## config.mk

```make
export PLATFORM = sky130hd
export DESIGN_NAME = greedy_coin_change_top_flat
export DESIGN_NICKNAME = d
export VERILOG_FILES = /design/src/sv/gcc_pkg.sv /design/src/sv/gcc_if.sv /design/src/sv/gcc_div.sv /design/src/sv/greedy_coin_change_top.sv /design/src/flat_wrapper.sv
export SDC_FILE = /design/constraint.sdc
export NUM_CORES = 2
export LEC_CHECK = 0
export BUFFER_PORTS_ARGS = -buffer_cell sky130_fd_sc_hd__buf_4
export CORE_MARGIN = 2
export CORE_UTILIZATION = 45
export CTS_CLUSTER_DIAMETER = 200
export DETAILED_ROUTE_END_ITERATION = 8
export PLACE_DENSITY_LB_ADDON = 0.25
export SLEW_MARGIN = 20
export SYNTH_ARGS = -nofsm -noshare
export SYNTH_HDL_FRONTEND = slang
export SYNTH_HIERARCHICAL = 1
export SYNTH_SLANG_ARGS = --single-unit
```

## constraint.sdc

```tcl
create_clock -name clk_i -period 8.7 [get_ports clk_i]
set_clock_uncertainty 0.1 [all_clocks]
set_input_delay 0 -clock clk_i [delete_from_list [all_inputs] [get_ports clk_i]]
set_output_delay 0 -clock clk_i [all_outputs]
set_load 0.01 [all_outputs]
```

## src/sv/gcc_pkg.sv

```systemverilog
package gcc_pkg;

  localparam int unsigned ValW       = 32;
  localparam int unsigned MAX_DENOMS = 32;

  typedef enum logic [2:0] {
    StIdle,
    StScan,
    StWait,
    StSel,
    StDiv,
    StEmitRd,
    StEmit
  } state_e;

  typedef struct packed {
    logic            done;
    logic [ValW-1:0] quot;
    logic [ValW-1:0] rem;
  } div_res_t;

endpackage

```

## src/sv/gcc_if.sv

```systemverilog
interface gcc_in_if;
  logic                     valid;
  logic                     ready;
  logic                     mode;
  logic [gcc_pkg::ValW-1:0] value;

  modport source (output valid, output mode, output value, input ready);
  modport sink   (input valid, input mode, input value, output ready);
endinterface

interface gcc_out_if;
  logic                     valid;
  logic                     ready;
  logic [gcc_pkg::ValW-1:0] coin_count;
  logic                     possible;
  logic                     last;

  modport source (output valid, output coin_count, output possible, output last, input ready);
  modport sink   (input valid, input coin_count, input possible, input last, output ready);
endinterface

```

## src/sv/gcc_div.sv

```systemverilog
module gcc_div (
  input  logic                     clk_i,
  input  logic                     rst_ni,
  input  logic                     start_i,
  input  logic [gcc_pkg::ValW-1:0] dividend_i,
  input  logic [gcc_pkg::ValW-1:0] divisor_i,
  output logic                     busy_o,
  output gcc_pkg::div_res_t        res_o
);
  import gcc_pkg::*;

  localparam int unsigned StepW = $clog2(ValW);

  logic             busy_q, busy_d;
  logic             done_q, done_d;
  logic [StepW-1:0] step_q, step_d;
  logic [ValW-1:0]  quo_q, quo_d;
  logic [ValW-1:0]  rem_q, rem_d;
  logic [ValW-1:0]  dvs_q, dvs_d;
  logic [ValW:0]    shifted;
  logic [ValW:0]    diff;
  logic             ge;

  // one restoring step per cycle
  always_comb begin
    shifted = {rem_q, quo_q[ValW-1]};
    ge      = shifted >= {1'b0, dvs_q};
    diff    = shifted - {1'b0, dvs_q};
    busy_d  = busy_q;
    done_d  = 1'b0;
    step_d  = step_q;
    quo_d   = quo_q;
    rem_d   = rem_q;
    dvs_d   = dvs_q;
    if (start_i && !busy_q) begin
      busy_d = 1'b1;
      step_d = '0;
      quo_d  = dividend_i;
      rem_d  = '0;
      dvs_d  = divisor_i;
    end else if (busy_q) begin
      quo_d  = {quo_q[ValW-2:0], ge};
      rem_d  = ge ? diff[ValW-1:0] : shifted[ValW-1:0];
      step_d = step_q + StepW'(1);
      if (step_q == StepW'(ValW - 1)) begin
        busy_d = 1'b0;
        done_d = 1'b1;
      end
    end
  end

  always_ff @(posedge clk_i or negedge rst_ni) begin
    if (!rst_ni) begin
      busy_q <= 1'b0;
      done_q <= 1'b0;
      step_q <= '0;
    end else begin
      busy_q <= busy_d;
      done_q <= done_d;
      step_q <= step_d;
    end
  end

  always_ff @(posedge clk_i) begin
    quo_q <= quo_d;
    rem_q <= rem_d;
    dvs_q <= dvs_d;
  end

  assign busy_o     = busy_q;
  assign res_o.done = done_q;
  assign res_o.quot = quo_q;
  assign res_o.rem  = rem_q;

endmodule

```

## src/sv/greedy_coin_change_top.sv

```systemverilog
// Greedy coin change. A mode 0 transfer loads one nonzero denomination (zero values and
// loads past MaxDenoms are dropped). A mode 1 transfer gives the amount: for each of the n
// loaded denominations the sequencer scans the denomination memory for the largest unused
// value (first loaded wins a tie), then divides the remaining amount by it in a shared
// 32-step restoring divider, or records zero coins if it is too large. Input ready stays
// low until the last result has been taken. Results come out in load order with possible
// high and last on the final one, or as one result with coin_count zero when the amount
// cannot be met or nothing was loaded. The list is then empty again.
module greedy_coin_change_top #(
  parameter int unsigned MaxDenoms = gcc_pkg::MAX_DENOMS
) (
  input  logic      clk_i,
  input  logic      rst_ni,
  gcc_in_if.sink    in_i,
  gcc_out_if.source out_o
);
  import gcc_pkg::*;

  localparam int unsigned IdxW = (MaxDenoms > 1) ? $clog2(MaxDenoms) : 1;
  localparam int unsigned CntW = $clog2(MaxDenoms + 1);

  state_e             state_q, state_d;
  logic [CntW-1:0]    cnt_q, cnt_d;
  logic [CntW-1:0]    n_q, n_d;
  logic [CntW-1:0]    n_m1;
  logic [IdxW-1:0]    last_idx;
  logic [IdxW-1:0]    scan_q, scan_d;
  logic [IdxW-1:0]    round_q, round_d;
  logic [IdxW-1:0]    out_idx_q, out_idx_d;
  logic [IdxW-1:0]    rd_idx_q, rd_idx_d;
  logic               rd_vld_q, rd_vld_d;
  logic [MaxDenoms-1:0] used_q, used_d;
  logic               best_vld_q, best_vld_d;
  logic [IdxW-1:0]    best_idx_q, best_idx_d;
  logic [ValW-1:0]    best_val_q, best_val_d;
  logic [ValW-1:0]    rem_q, rem_d;
  logic               zero_q, zero_d;
  logic               poss_q, poss_d;
  logic               advance;
  logic               out_last;

  logic [ValW-1:0]    den_mem [MaxDenoms];
  logic [ValW-1:0]    cnt_mem [MaxDenoms];
  logic [ValW-1:0]    den_rd_q;
  logic [ValW-1:0]    cnt_rd_q;
  logic               den_we, den_re, cnt_we, cnt_re;
  logic [ValW-1:0]    cnt_wdata;

  logic               div_start;
  logic               div_busy;
  div_res_t           div_res;

  gcc_div u_div (
    .clk_i      (clk_i),
    .rst_ni     (rst_ni),
    .start_i    (div_start),
    .dividend_i (rem_q),
    .divisor_i  (best_val_q),
    .busy_o     (div_busy),
    .res_o      (div_res)
  );

  assign n_m1     = n_q - CntW'(1);
  assign last_idx = n_m1[IdxW-1:0];
  assign out_last = zero_q || (out_idx_q == last_idx);

  always_comb begin
    state_d    = state_q;
    cnt_d      = cnt_q;
    n_d        = n_q;
    scan_d     = scan_q;
    round_d    = round_q;
    out_idx_d  = out_idx_q;
    rd_idx_d   = scan_q;
    rd_vld_d   = 1'b0;
    used_d     = used_q;
    best_vld_d = best_vld_q;
    best_idx_d = best_idx_q;
    best_val_d = best_val_q;
    rem_d      = rem_q;
    zero_d     = zero_q;
    poss_d     = poss_q;
    advance    = 1'b0;
    den_we     = 1'b0;
    den_re     = 1'b0;
    cnt_we     = 1'b0;
    cnt_re     = 1'b0;
    cnt_wdata  = '0;
    div_start  = 1'b0;

    // running maximum over the scanned entries
    if (rd_vld_q && !used_q[rd_idx_q] && (!best_vld_q || den_rd_q > best_val_q)) begin
      best_vld_d = 1'b1;
      best_val_d = den_rd_q;
      best_idx_d = rd_idx_q;
    end

    case (state_q)
      StIdle: begin
        if (in_i.valid) begin
          if (!in_i.mode) begin
            if (in_i.value != '0 && cnt_q < CntW'(MaxDenoms)) begin
              den_we = 1'b1;
              cnt_d  = cnt_q + CntW'(1);
            end
          end else begin
            rem_d  = in_i.value;
            n_d    = cnt_q;
            cnt_d  = '0;
            used_d = '0;
            if (cnt_q == '0) begin
              zero_d  = 1'b1;
              poss_d  = (in_i.value == '0);
              state_d = StEmit;
            end else begin
              zero_d     = 1'b0;
              poss_d     = 1'b1;
              round_d    = '0;
              scan_d     = '0;
              best_vld_d = 1'b0;
              state_d    = StScan;
            end
          end
        end
      end
      StScan: begin
        den_re   = 1'b1;
        rd_vld_d = 1'b1;
        if (scan_q == last_idx) begin
          state_d = StWait;
        end else begin
          scan_d = scan_q + IdxW'(1);
        end
      end
      StWait: begin
        state_d = StSel;
      end
      StSel: begin
        used_d[best_idx_q] = 1'b1;
        if (best_val_q <= rem_q) begin
          div_start = 1'b1;
          state_d   = StDiv;
        end else begin
          cnt_we  = 1'b1;
          advance = 1'b1;
        end
      end
      StDiv: begin
        if (div_res.done) begin
          cnt_we    = 1'b1;
          cnt_wdata = div_res.quot;
          rem_d     = div_res.rem;
          advance   = 1'b1;
        end
      end
      StEmitRd: begin
        cnt_re  = 1'b1;
        state_d = StEmit;
      end
      StEmit: begin
        if (out_o.ready) begin
          if (out_last) begin
            state_d = StIdle;
          end else begin
            out_idx_d = out_idx_q + IdxW'(1);
            state_d   = StEmitRd;
          end
        end
      end
      default: begin
        state_d = StIdle;
      end
    endcase

    if (advance) begin
      if (round_q == last_idx) begin
        if (rem_d != '0) begin
          zero_d  = 1'b1;
          poss_d  = 1'b0;
          state_d = StEmit;
        end else begin
          out_idx_d = '0;
          state_d   = StEmitRd;
        end
      end else begin
        round_d    = round_q + IdxW'(1);
        scan_d     = '0;
        best_vld_d = 1'b0;
        state_d    = StScan;
      end
    end
  end

  always_ff @(posedge clk_i or negedge rst_ni) begin
    if (!rst_ni) begin
      state_q    <= StIdle;
      cnt_q      <= '0;
      n_q        <= '0;
      scan_q     <= '0;
      round_q    <= '0;
      out_idx_q  <= '0;
      rd_vld_q   <= 1'b0;
      used_q     <= '0;
      best_vld_q <= 1'b0;
      zero_q     <= 1'b0;
      poss_q     <= 1'b0;
    end else begin
      state_q    <= state_d;
      cnt_q      <= cnt_d;
      n_q        <= n_d;
      scan_q     <= scan_d;
      round_q    <= round_d;
      out_idx_q  <= out_idx_d;
      rd_vld_q   <= rd_vld_d;
      used_q     <= used_d;
      best_vld_q <= best_vld_d;
      zero_q     <= zero_d;
      poss_q     <= poss_d;
    end
  end

  always_ff @(posedge clk_i) begin
    rd_idx_q   <= rd_idx_d;
    best_idx_q <= best_idx_d;
    best_val_q <= best_val_d;
    rem_q      <= rem_d;
  end

  // denomination memory
  always_ff @(posedge clk_i) begin
    if (den_we) begin
      den_mem[cnt_q[IdxW-1:0]] <= in_i.value;
    end
    if (den_re) begin
      den_rd_q <= den_mem[scan_q];
    end
  end

  // coin count memory, load order
  always_ff @(posedge clk_i) begin
    if (cnt_we) begin
      cnt_mem[best_idx_q] <= cnt_wdata;
    end
    if (cnt_re) begin
      cnt_rd_q <= cnt_mem[out_idx_q];
    end
  end

  assign in_i.ready       = (state_q == StIdle);
  assign out_o.valid      = (state_q == StEmit);
  assign out_o.coin_count = zero_q ? '0 : cnt_rd_q;
  assign out_o.possible   = poss_q;
  assign out_o.last       = out_last;

  a_no_overlap : assert property (@(posedge clk_i) disable iff (!rst_ni)
    !(in_i.ready && out_o.valid))
    else $error("input taken while a result is pending");

  a_div_start : assert property (@(posedge clk_i) disable iff (!rst_ni)
    div_start |-> !div_busy)
    else $error("divider started while busy");

  a_div_rem : assert property (@(posedge clk_i) disable iff (!rst_ni)
    div_res.done |-> (div_res.rem < best_val_q))
    else $error("remainder not below divisor");

  a_last_idle : assert property (@(posedge clk_i) disable iff (!rst_ni)
    (out_o.valid && out_o.ready && out_o.last) |=> in_i.ready)
    else $error("not ready after final transfer");

endmodule

```

## src/flat_wrapper.sv

```systemverilog
// flat-port wrapper written by rule: the top's interface ports become plain ports
module greedy_coin_change_top_flat import gcc_pkg::*;
#(
  parameter int unsigned MaxDenoms = gcc_pkg::MAX_DENOMS
)
  (clk_i, rst_ni, in_i_valid, in_i_mode, in_i_value, in_i_ready, out_o_valid, out_o_coin_count, out_o_possible, out_o_last, out_o_ready);
  gcc_in_if in_i_i ();
  gcc_out_if out_o_i ();
  input  logic clk_i;
  input  logic rst_ni;
  input wire logic [$bits(in_i_i.valid)-1:0] in_i_valid;
  input wire logic [$bits(in_i_i.mode)-1:0] in_i_mode;
  input wire logic [$bits(in_i_i.value)-1:0] in_i_value;
  output wire logic [$bits(in_i_i.ready)-1:0] in_i_ready;
  output wire logic [$bits(out_o_i.valid)-1:0] out_o_valid;
  output wire logic [$bits(out_o_i.coin_count)-1:0] out_o_coin_count;
  output wire logic [$bits(out_o_i.possible)-1:0] out_o_possible;
  output wire logic [$bits(out_o_i.last)-1:0] out_o_last;
  input wire logic [$bits(out_o_i.ready)-1:0] out_o_ready;
  assign in_i_i.valid = in_i_valid;
  assign in_i_i.mode = in_i_mode;
  assign in_i_i.value = in_i_value;
  assign in_i_ready = in_i_i.ready;
  assign out_o_valid = out_o_i.valid;
  assign out_o_coin_count = out_o_i.coin_count;
  assign out_o_possible = out_o_i.possible;
  assign out_o_last = out_o_i.last;
  assign out_o_i.ready = out_o_ready;
  greedy_coin_change_top #(.MaxDenoms(MaxDenoms)) u_core (.clk_i(clk_i), .rst_ni(rst_ni), .in_i(in_i_i), .out_o(out_o_i));
endmodule
```

Yosys cells after proc, flatten, opt, wreduce, memory -nomap -nowiden. Memories as Yosys holds them, arrays and structs flattened. A register that Yosys moved wholly into a read port is not among the register bits. Index checks and enable logic that the tools add are counted.

Register bits after elaboration: 242. Bits in latches: 0. RAM bits: 2048. Bits in read-only memories: 0. Input port bits: 37. Output and inout bits: 36. Logic and storage cells: 171. Memories kept: 2.

Add/sub/neg operators: 7. Multiply operators: 0. Divide/modulo/power cells: 0. $lt $le $gt $ge: 7. Equal/unequal tests: 18. Shift-type cells: 0. Mux-type cells: 93. Bitwise operators: 1. Reductions and logical operators: 22.

Memories: u_core.cnt_mem (words 32, width 32, read ports 1, clocked after Yosys merged registers in 1, wr ports 1, line greedy_coin_change_top.sv:43) `logic [ValW-1:0] cnt_mem [MaxDenoms];`; u_core.den_mem (words 32, width 32, read ports 1, clocked after Yosys merged registers in 1, wr ports 1, line greedy_coin_change_top.sv:42) `logic [ValW-1:0] den_mem [MaxDenoms];`.

Operators with widths (count): $mux 32 (11); $pmux 32 s2 (2); $mux 5 (20); $reduce_bool 32->1 (2); $mux 1 (43); $ge 33x32->1 (1); $gt 32x32->1 (1); $le 32x32->1 (1); $logic_not 32->1 (1); $or 32x32->32 (1); $sub 32x32->32 (1); $mux 3 (9); $pmux 3 s7 (1); $add 5x1->5 const B (4); $eq 5x5->1 (3); $lt 5x6->1 const B (2); $mux 6 (2); $pmux 5 s2 (1); $eq 3x3->1 const B (3); $ne 3x1->1 const B (3); $reduce_and 3->1 (3); $add 6x1->6 const B (1); $eq 3x2->1 const B (2); $logic_not 6->1 (1); 18 further kinds (29).

Logic depth before layout (Yosys ltp).
Depth after elaboration: 12. Mapped depth: 14. Depth with buffers taken out: 12.

Hierarchy. The synthesis kept the hierarchy.

By module, submodules not included: greedy_coin_change_top (instances 1, cells each 3919, area an instance 87953.1 sq um, seq. area each 66899.2 sq um); gcc_div (instances 1, cells each 561, area an instance 5729.2 sq um, seq. area each 2737.6 sq um).

Least setup slack after synthesis. No wires, ideal clock.

Path kind: flip-flop to flip-flop. From: reg u_core.best_val_q[30]. To: mem u_core.cnt_mem[16][0], enable pin. Setup time: 0.513 ns. Arrival time: 5.239 ns. Required time: 8.087 ns. Slack: 2.848 ns. Stages on the path, launching flop included: 8. Buffers on the path: 0. Period minus slack after synthesis: 5.852 ns. Cells stage by stage: edfxtp_1 ha_1 nand4_1 nor4_1 nor3b_1 a22o_1 nor2_1 nor4b_1.

Word-level cells in the longest chain between the ends: 5.

Ends and longest elaborated chain: from (decl) (line greedy_coin_change_top.sv:35) `logic [ValW-1:0] best_val_q, best_val_d;`; from (signal assigned) (line greedy_coin_change_top.sv:225) `best_val_q <= best_val_d;`; $le 32x32->1 (line greedy_coin_change_top.sv:140) `if (best_val_q <= rem_q) begin`; $mux 1 (line greedy_coin_change_top.sv:140); $pmux 1 s2 (line greedy_coin_change_top.sv:98) `case (state_q)`; $mux 1 (line greedy_coin_change_top.sv:241) `if (cnt_we) begin`; $mux 1 (implied by the code) (line greedy_coin_change_top.sv:242) `cnt_mem[best_idx_q] <= cnt_wdata;`; to (decl) (line greedy_coin_change_top.sv:43).

No other way between the ends.

Final worst setup path.
From: reg u_core.state_q[0]. To: mem u_core.den_mem[9][29], enable pin.

Word-level cells in the longest chain between the ends: 4.

Ends and longest elaborated chain: from (decl) (line greedy_coin_change_top.sv:22) `state_e state_q, state_d;`; from (signal assigned) (line greedy_coin_change_top.sv:196) `state_q <= StIdle;`; from (signal assigned) (line greedy_coin_change_top.sv:208) `state_q <= state_d;`; $logic_not 3->1 (line greedy_coin_change_top.sv:98); $mux 1 (line greedy_coin_change_top.sv:98); $mux 1 (line greedy_coin_change_top.sv:231) `if (den_we) begin`; $mux 1 (implied by the code) (line greedy_coin_change_top.sv:232) `den_mem[cnt_q[IdxW-1:0]] <= in_i.value;`; to (decl) (line greedy_coin_change_top.sv:42).

No other way between the ends.

==> out/qor.csv <==
metric;value;unit
ir_drop;0.237;mV
timing.final.crit_period;4.26;ns
finalNetCount;4858;
synth_edf_count;2213;
synth_cell_types;85;
rr_worst_depth;6;
antenna_found_initial;22;
relSlewSlack;26.4;%
grt_start_max_net_pins;143;
status;completed;
fp.dieH;460;µm
grt_usage;22.3;%
p_leak;35.6;nW
cp.arrival;4.66;ns
grt_pass1_vias;46700;
io_pins;73;
clkSinkCount;2354;
synth_area;93700;µm²
synth_cells;4480;
cts_tree;yes;
setup_viol;0;
clk_latency;0.87;ns
syn-num-nets;4624;
row_count;167;
worstMarginPinSlew;1.10;ns
switching_share;27.5;%
dieArea;212000;µm²
grt_pass1_wl;338000;µm
end_kind;register;
n_fill_cell;16200;
cts_root_buf;clkbuf_16;
globalRouteOverflowTotal;0;
syn_to_final_growth;13.2;%
cts_buffer_depth;3;
die_width;460;µm
synth.avg_cell_area;20.9;µm²
hpwl;126000;µm
hold_path_depth;2;
layout_common_cells;edfxtp_1 (2213), mux4_2 (650), clkbuf_16 (237), buf_4 (165), inv_1 (113);
synth_flop_cell;edfxtp_1;
cap_violations;0;
rsz0062_at_grt;no;
power;29.4;mW
ys_async_sr_fraction;3.06;%
p_per_area;277;nW/µm²
finalInstanceArea;106000;µm²
cts_resized;0;
cp_slowest_cell;nor2_4;
maxSlewViolCount;0;
p_int;21.3;mW
numPortBuffers;72;
fin_setup_tns;0;ns
share_comb_of_total_power;19.5;%
dpl_cell_area;98000;µm²
fmax;0.235;GHz
gp_congestion;0.869;
switchingPower;8.08;mW
max_stage_delay;0.77;ns
ant_nets;0;
drive_above_1_share;27.7;%
layout_commonest_cell;edfxtp_1;
finalCritPeriodShare;49.0;%
cts_buffers;233;
crit_type;reg2reg;
critPathLaunchType;register;
yosys_warnings;6;
viasPerCell;5.96;
finalHoldViolCount;0;
detail_route.iter0.violations;4897;
min_path_type;in2reg;
synth_seq_area_share;74.3;%
core_area;207000;µm²
ys_seq_elements;2354;
dr.pass1.iters;5;
clockPowerShare;33.4;%
required;9.10;ns
remaining_drc_errors;0;
htreeDepth;4;
final_core_util;51.2;%
cp_max_fo;17;
initial_core_util;45.2;%
seq_power_share;47.1;%
cp_cell_sequence;or3_1, or4b_1, nor2_1, nand2_1, nor2_4, buf_4;
totalWireLength;235000;µm
post_drt_wl_per_cell;30.6;µm
clkTransAtPathRegs;0.06;ns
vias;45900;
-- cells by family after synthesis --
family | Yosys count | synth area share, %
and+or+nand+nor | 534 | 2.93
adders and majority gates | 107 | 1.44
DFF | 2354 | 74.3
buffers and inverters | 341 | 1.48
AOI/OAI and AO/OA | 335 | 2.39
xor gates and xnor gates | 55 | 0.560
muxes | 754 | 16.9
-- synth_stat cells, types with 48 or more instances --
master	count	share of area, %
edfxtp_1	2213	71
mux4_2	650	16
nor2_1	145	0.58
clkbuf_1	144	0.58
inv_1	114	0.46
a21oi_1	109	0.58
ha_1	106	1.4
nand2_1	101	0.40
mux2_2	96	1.2
dfrtp_1	72	1.9
dfxtp_1	69	1.5
and2_1	61	0.41
buf_2	55	0.29
o21ai_0	48	0.26
-- what timing repair did --
action	4_1_cts	5_1_grt
endpoints found under the hold margin	1172	0
hold buffers	52	0
setup buffers	0	0
-- critical path, delay by kind of cell, from the launching register on --
kind / cells / cell delay (ns)
AND/OR/NAND/NOR: 5 / 2.74
flip-flops: 1 / 0.51
buffers and inverters: 1 / 0.52
-- power by group through the flow --
stage	clock network (mW)	logic [mW]	registers (mW)
2_1_floorplan	0	4.40	13.4
3_3_place_gp	0	5.69	14.1
3_5_place_dp	0	5.70	14.1
4_1_cts	9.99	5.75	13.9
5_1_grt	10.4	6.19	13.9
6_report	9.82	5.72	13.9
-- layout make-up --
cell class | count | area [µm²] | share of cell area [%]
Sequential cell | 2354 | 69700 | 65.7
Multi-Input combinational cell | 1785 | 23100 | 21.7
Clock buffer | 298 | 6220 | 5.86
Tap cell | 2788 | 3490 | 3.29
Timing Repair Buffer | 226 | 1950 | 1.84
Clock inverter | 129 | 1220 | 1.15
Inverter | 114 | 428 | 0.403
Antenna cell | 6 | 15.0 | 0.0142
-- metrics by stage --
stage               cells  setup slack (ns)  hold WS (ns)
finish               7700              4.44        0.0457
global placement     7211              4.47         0.100
detailed placement   7211              4.40         0.105
global route         7698              4.20        0.0265
floorplan            4480              2.85        -0.396
CTS                  7690              4.38       0.00188
-- layer usage --
| layer | up-vias | global-route usage (%) | part of all wire [%] |
|---|---|---|---|
| met2 | 1736 | 37.1 | 50 |
| met3 | 419 | 3.47 | 6.3 |
| met5 | - | 0 | 0.034 |
| li1 | 19000 | - | - |
| met1 | 24700 | 30.4 | 41 |
| met4 | 12 | 6.98 | 3.1 |
-- sequential cells by signal (all words and copies together) (netlist names), 3 cells and up --
name                 flops
u_core/u_div/rem_q      32
u_core/n_q               5
u_core/out_idx_q         5
u_core/cnt_q             6
u_core/u_div/dvs_q      32
u_core/den_rd_q         32
u_core/state_q           3
u_core/round_q           5
u_core/used_q           32
u_core/best_idx_q        5
u_core/cnt_rd_q         32
u_core/u_div/quo_q      32
u_core/u_div/step_q      5
u_core/rd_idx_q          5
u_core/rd_idx_d          5
u_core/cnt_mem        1024
u_core/rem_q            32
u_core/best_val_q       32
u_core/den_mem        1024
-- final timing paths --
| path | start | endpoint | slack, ns |
|---|---|---|---|
| setup / recovery | u_core/state_q[0]$_DFFE_PN0P_ | u_core/den_mem[9][29]$_DFFE_PP_ | 4.44 |
| setup reg to reg | u_core/state_q[0]$_DFFE_PN0P_ | u_core/den_mem[9][29]$_DFFE_PP_ | 4.44 |
| min in group asynchronous | rst_ni | u_core/used_q[7]$_DFFE_PN0P_ | 0.13 |
| hold reg to reg | u_core/den_rd_q[27]$_DFFE_PP_ | u_core/best_val_q[27]$_DFFE_PP_ | 0.35 |
| hold / removal | in_i_value[24] | u_core/den_mem[13][24]$_DFFE_PP_ | 0.05 |
| max in group asynchronous | rst_ni | u_core/out_idx_q[0]$_DFF_PN0_ | 7.99 |
Note: power is estimated with default switching activity, not from simulation.
